File: config.mk
export PLATFORM = sky130hd
export DESIGN_NAME = gia_step
export DESIGN_NICKNAME = d
export VERILOG_FILES = /design/src/design/gia_pkg.sv /design/src/design/gia_step.sv
export SDC_FILE = /design/constraint.sdc
export NUM_CORES = 1
export LEC_CHECK = 0
export ABC_CLOCK_PERIOD_IN_PS = 39500
export BUFFER_PORTS_ARGS = -buffer_cell sky130_fd_sc_hd__buf_2
export CAP_MARGIN = 25
export CORE_AREA = 2 2 456 458
export DETAILED_ROUTE_END_ITERATION = 7
export DIE_AREA = 0 0 458 460
export PLACE_DENSITY = 0.35
export SLEW_MARGIN = 30
export SYNTH_ARGS = -nofsm -noshare
export SYNTH_HDL_FRONTEND = slang
export SYNTH_SLANG_ARGS = --single-unit
File: constraint.sdc
create_clock -name aclk -period 39.5 [get_ports aclk]
set_input_delay 0 -clock aclk [delete_from_list [all_inputs] [get_ports aclk]]
set_output_delay 0 -clock aclk [all_outputs]
set_load 0.1 [all_outputs]
File: src/design/gia_pkg.sv
// ----------------------------------------------------------------------------
// gia_pkg
// Shared types and constants of the Gaussian integer ALU: operation codes,
// the input and result beat layouts and the record carried by the
// divide / square-root pipeline.
// ----------------------------------------------------------------------------
package gia_pkg;

    localparam int W = 32;

    localparam logic [2:0] FUNC_ADD = 3'd0;
    localparam logic [2:0] FUNC_SUB = 3'd1;
    localparam logic [2:0] FUNC_MUL = 3'd2;
    localparam logic [2:0] FUNC_DIV = 3'd3;
    localparam logic [2:0] FUNC_MAG = 3'd4;

    // number of quotient bits resolved, one per iteration stage
    localparam int DIV_STEPS  = 2 * W;
    // number of root bits resolved, one per iteration stage
    localparam int ROOT_STEPS = W;

    typedef struct packed {
        logic [2:0]          func;
        logic signed [W-1:0] a_real;
        logic signed [W-1:0] a_imag;
        logic signed [W-1:0] b_real;
        logic signed [W-1:0] b_imag;
    } in_t;

    typedef struct packed {
        logic signed [W-1:0] result_real;
        logic signed [W-1:0] result_imag;
        logic                zero_divisor;
    } out_t;

    // record carried through the iteration stages
    typedef struct packed {
        logic              valid;
        logic [2:0]        func;
        logic              zero;
        logic [W-1:0]      simple_r;
        logic [W-1:0]      simple_i;
        logic              neg_r;
        logic              neg_i;
        logic [2*W-1:0]    num_r;
        logic [2*W-1:0]    num_i;
        logic [2*W-1:0]    den;
        logic [2*W-1:0]    rem_r;
        logic [2*W-1:0]    rem_i;
        logic [W-1:0]      quo_r;
        logic [W-1:0]      quo_i;
        logic [2*W-1:0]    rad;
        logic [W+1:0]      srem;
        logic [W-1:0]      root;
    } stage_t;

endpackage

File: src/design/gia_step.sv
// ----------------------------------------------------------------------------
// gia_step
// One register stage of the iteration pipeline: resolves one quotient bit
// of both the real and imaginary divisions and, when enabled, one bit of
// the integer square root.
// ----------------------------------------------------------------------------
module gia_step #(
    parameter bit ROOT_STEP = 1'b1
) (
    input  logic            aclk,
    input  logic            aresetn,
    input  logic            en,
    input  gia_pkg::stage_t cur,
    output gia_pkg::stage_t nxt_reg
);

    localparam int W = gia_pkg::W;

    gia_pkg::stage_t   nxt_next;
    logic [2*W:0]      sh_r;
    logic [2*W:0]      sh_i;
    logic [2*W:0]      den_x;
    logic [W+3:0]      sh_s;
    logic [W+3:0]      trial;

    // one restoring division step per part, one root digit
    always_comb begin
        nxt_next = cur;
        den_x    = {1'b0, cur.den};
        sh_r     = {cur.rem_r, cur.num_r[2*W-1]};
        sh_i     = {cur.rem_i, cur.num_i[2*W-1]};
        sh_s     = {cur.srem, cur.rad[2*W-1:2*W-2]};
        trial    = {2'b00, cur.root, 2'b01};

        nxt_next.num_r = {cur.num_r[2*W-2:0], 1'b0};
        nxt_next.num_i = {cur.num_i[2*W-2:0], 1'b0};

        if (sh_r >= den_x) begin
            nxt_next.rem_r = (2*W)'(sh_r - den_x);
            nxt_next.quo_r = {cur.quo_r[W-2:0], 1'b1};
        end else begin
            nxt_next.rem_r = sh_r[2*W-1:0];
            nxt_next.quo_r = {cur.quo_r[W-2:0], 1'b0};
        end

        if (sh_i >= den_x) begin
            nxt_next.rem_i = (2*W)'(sh_i - den_x);
            nxt_next.quo_i = {cur.quo_i[W-2:0], 1'b1};
        end else begin
            nxt_next.rem_i = sh_i[2*W-1:0];
            nxt_next.quo_i = {cur.quo_i[W-2:0], 1'b0};
        end

        if (ROOT_STEP) begin
            nxt_next.rad = {cur.rad[2*W-3:0], 2'b00};
            if (sh_s >= trial) begin
                nxt_next.srem = (W+2)'(sh_s - trial);
                nxt_next.root = {cur.root[W-2:0], 1'b1};
            end else begin
                nxt_next.srem = sh_s[W+1:0];
                nxt_next.root = {cur.root[W-2:0], 1'b0};
            end
        end
    end

    // advance on enable, valid cleared by reset
    always_ff @(posedge aclk) begin
        if (!aresetn) begin
            nxt_reg.valid <= 1'b0;
        end else if (en) begin
            nxt_reg <= nxt_next;
        end
    end

endmodule

After elaboration in Yosys (flattened, before gate mapping)
Index checks and enable logic that the tools add are counted.

word-level totals
  word-level logic and storage cells = 29
  input bits = 588
  register bits = 581
  output and inout port bits = 585

operators by class
  $lt $le $gt $ge = 3
  reductions and logical operators = 1
  mux-type cells = 5
  $add $sub $neg = 3

operators by type and width
  cell              number
  $ge 65x64->1      2
  $mux 64           2
  $sub 64x64->64    2
  $mux 66           1
  $ge 36x34->1      1
  $sub 34x34->34    1
  $mux 1            2
  $reduce_and 2->1  1

Logic depth before layout (Yosys ltp)
  depth after elaboration = 2
  depth in mapped cells = 15

Worst setup path before layout
Ideal clock, no wire load.

  kind = input to register
  start = input port en
  end = register nxt_reg[0] (netlist name) (enable)
  data arrival time = 13.007 ns
  slack = 25.475 ns
  cell stages on the path = 1
  library setup time = 1.018 ns
  path through = and2_1

between the ends
  longest elaborated chain between the ends = 1

RTL lines
  what                        line            RTL
  start: declaration          gia_step.sv:12  input logic en,
  $reduce_and 2->1 (no line)  -
  end signal: assignment      gia_step.sv:71  nxt_reg <= nxt_next;
  end: declaration            gia_step.sv:14  output gia_pkg::stage_t nxt_reg

Every way passes these cells.
A chain may end at the register's enable or synchronous reset.

==> summary.txt <==
slew margin rel. -> 36.7%
Post-synth EDFFs -> 580
max-slew violation count -> 0
Async SR Flop Fraction -> 0%
#FFs+latches synth -> 581
CTS Root Buffer Type -> clkbuf_16
Die ar. -> 211,000 sq um
filler cell count -> 22,200
outcome -> completed
CTS buffer count -> 83
fin crit period -> 5.49 ns
vias per cell -> 3.90
routed len/inst -> 25.9 um
Total Power -> 0.00233 W
yosys warns -> 0
GR Layer Usage met3 -> 4.32%
crit path max fanout -> 53
Top delay family on crit path -> buffers and inverters
RSZ-0062 raised after global routing -> no
CTS tree -> done
Overflow after GRT -> 0
Syn Area/Cell -> 12.3 sq um
core area -> 206,000 sq um
vias in the first global route -> 29,200
Area Growth Syn to Fin -> 71.4%
# rows -> 167
post-CTS setup buffers -> 0
Final HPWL DP -> 156,000 um
met2 Use GR -> 31.4%
hold crit path type -> in2reg
synthesized cell area -> 29,500 sq um
fin cells -> 7,326
Residual DRC -> 0
Crit Path Class -> in2reg
Clock Sinks -> 581
Cell Chain, Critical Path -> dlygate4sd3_1 -> buf_2 -> inv_1 -> ha_1 -> nand2_1 -> nor2_1 -> nand3_1 -> or3_1 -> a21oi_1 -> o211ai_1 -> a211oi_1 -> nor2_4 -> inv_2 -> buf_4 -> o21ai_0 -> dlygate4sd3_1 -> nor3_1
Seq. cell area -> 17,400 sq um
count of final setup violators -> 0
Cells after Synth -> 2,407
max reg flops -> 581
met1 usage -> 19.1%
Final ANT Viol Nets -> 0
Final #Nets -> 5,275
DR iter-0 viols -> 1,904
I/O pins -> 1,173
CP required -> 40.04 ns
CP Data Arrival Time -> 6.03 ns
CTS H-tree lvls -> 3
Pleak -> 21.0 nW
Worst Skew -> 0 ns
Die Y -> 460 um
Worst Path Buf+Inv -> 6
Slowest-stage cell, CP -> a211oi_1
Port Buffers -> 1,166
DP Cell Count -> 6,208
first-pass GRT wire length -> 250,000 um
slowest stage delay, CP -> 0.62 ns
WL final -> 190,000 um
clock-pin slew on the worst setup and hold paths -> 0.06 ns
fin crit share -> 13.9%
Most common cell on crit path -> dlygate4sd3_1
initial antenna violation count -> 74
total number of vias -> 28,500
Max Root-Sink Buffers -> 3
area of the multi-input gates -> 11,100 sq um
PD cells -> 46.1 nW/um^2
Placer Congestion -> 0.853
share of layout cells above drive strength 1 -> 30.5%
Seq/Total Area, Yosys -> 59.0%
Synth Flop Type -> edfxtp_1
Die W -> 458 um
Most Used Layer, Global Route -> met2
fin util -> 24.6%
worst vdd ir -> 0.0313 mV
drt pass-1 iters -> 6
Initial Utilization -> 14.3%
CP endpoint kind -> flop
Yosys cell types -> 90
Worst-Margin Slew -> 0.941 ns
Peak Freq -> 0.182 GHz
worst skew pair latency -> 0.71 ns
CP Launch Type -> input pin
largest net degree at the start of global routing -> 145
number of max-cap violations -> 0
final hold violation count -> 0
GRT Total Usage -> 17.3%
setup_tns -> 0 ns
[power breakdown]
| group | switching [W] | internal (W) | leakage [nW] |
|---|---|---|---|
| sequential | 0.0000163 | 0.000742 | 5.45 |
| clock | 0.000328 | 0.000440 | 1.32 |
| combinational | 0.000596 | 0.000210 | 14.2 |
| total | 0.000940 | 0.00139 | 21.0 |
[placed cells by master (no fill, tap or decap), types with 65 or more instances in the layout]
cell type | Yosys | routed
a21o_1 | 74 | 74
xnor2_1 | 79 | 79
clkbuf_16 | 0 | 83
nand2_1 | 171 | 171
edfxtp_1 | 580 | 580
inv_1 | 155 | 155
a21oi_1 | 223 | 223
o21ai_0 | 144 | 143
ha_1 | 162 | 162
buf_2 | 6 | 1166
xor2_1 | 65 | 65
nor2_1 | 145 | 144
dlygate4sd3_1 | 0 | 933
[through the flow]
step	setup WS, ns	instance area, sq um	hold WS, ns
2_1_floorplan	25.47	29500	0.0989
3_3_place_gp	33.79	38500	0.177
3_5_place_dp	33.80	38500	0.178
4_1_cts	33.60	50500	0.000318
5_1_grt	33.33	50600	0.0171
6_report	34.01	50600	0.0875
[timing repair]
| action | 4_1_cts | 5_1_grt |
|---|---|---|
| hold buffers | 933 | 0 |
| gates resized for setup | 0 | 0 |
| hold endpoints to repair | 619 | 0 |
[final timing paths]
check | depth (start not counted) | to | from | slack, ns
worst max register to register | 3 | nxt_reg[584]$_SDFFE_PN0P_ | nxt_reg[584]$_SDFFE_PN0P_ | 38.33
worst max-delay path | 17 | nxt_reg[317]$_DFFE_PP_ | cur[358] | 34.01
worst min-delay path | 2 | nxt_reg[30]$_DFFE_PP_ | cur[29] | 0.09
worst min register to register | 3 | nxt_reg[584]$_SDFFE_PN0P_ | nxt_reg[584]$_SDFFE_PN0P_ | 1.11
[Yosys cell counts (5+ instances only)]
cell type  number  area share (%)
nand2_1       171             2.2
o21ai_0       144             2.4
nand3b_1        6            0.15
or2_2           9            0.19
o31ai_1        16            0.41
o22ai_1         5            0.11
buf_12          6            0.41
ha_1          162             6.9
nand3_1        40            0.68
or3_1           8            0.17
o31a_1          5            0.15
mux2_4         56             2.8
nand2b_1       17            0.36
nor4_1         12            0.25
xnor2_1        79             2.3
o211ai_1       18            0.46
a31oi_1         9            0.19
a21o_1         74             1.9
and4_1          7            0.21
nor2b_1        22            0.47
edfxtp_1      580              59
buf_2           6            0.10
o21bai_1       33            0.84
a21boi_0        8            0.20
a21oi_1       223             3.8
xor2_1         65             1.9
o21a_1         24            0.61
and3_1         15            0.32
inv_1         155             2.0
nor3_1         35            0.59
a221oi_1        5            0.15
a211oi_1       16            0.41
and2_1         10            0.21
clkbuf_1       70            0.89
nand4_1        47             1.0
nor2_1        145             1.8
or4_1           6            0.15
mux2i_1         7            0.24
[worst register-to-register path: stages, from the launching register on]
cell and delay (ns):
dfxtp_1 0.32, mux2i_1 0.13, nor2b_1 0.06, dlygate4sd3_1 0.55
[area by class of cell]
class,instances,area share (%)
repair buffers,2116,30.3
diodes,34,0.168
clock buffers,90,4.15
well taps,2704,6.68
clock inverters,60,1.21
inverters,158,1.19
multi-input cells,1583,21.9
flip-flops and latches,581,34.4
[kinds of logic after synthesis]
family          count (synthesis)  synth area share [%]
mux                            67                  3.24
simple gates                  565                  9.19
compound gates                639                  13.7
other cells                     1                0.0127
fa+ha+maj                     164                  7.00
buf+inv                       246                  3.56
flops                         581                  59.0
xor+xnor                      144                  4.27
[metal layers]
layer	share of wire, %	wire [um]
met1	38	72700
met2	51	96800
met3	6.3	12000
met4	4.2	7980
met5	0.075	142
(Power assumes the default switching activity.)
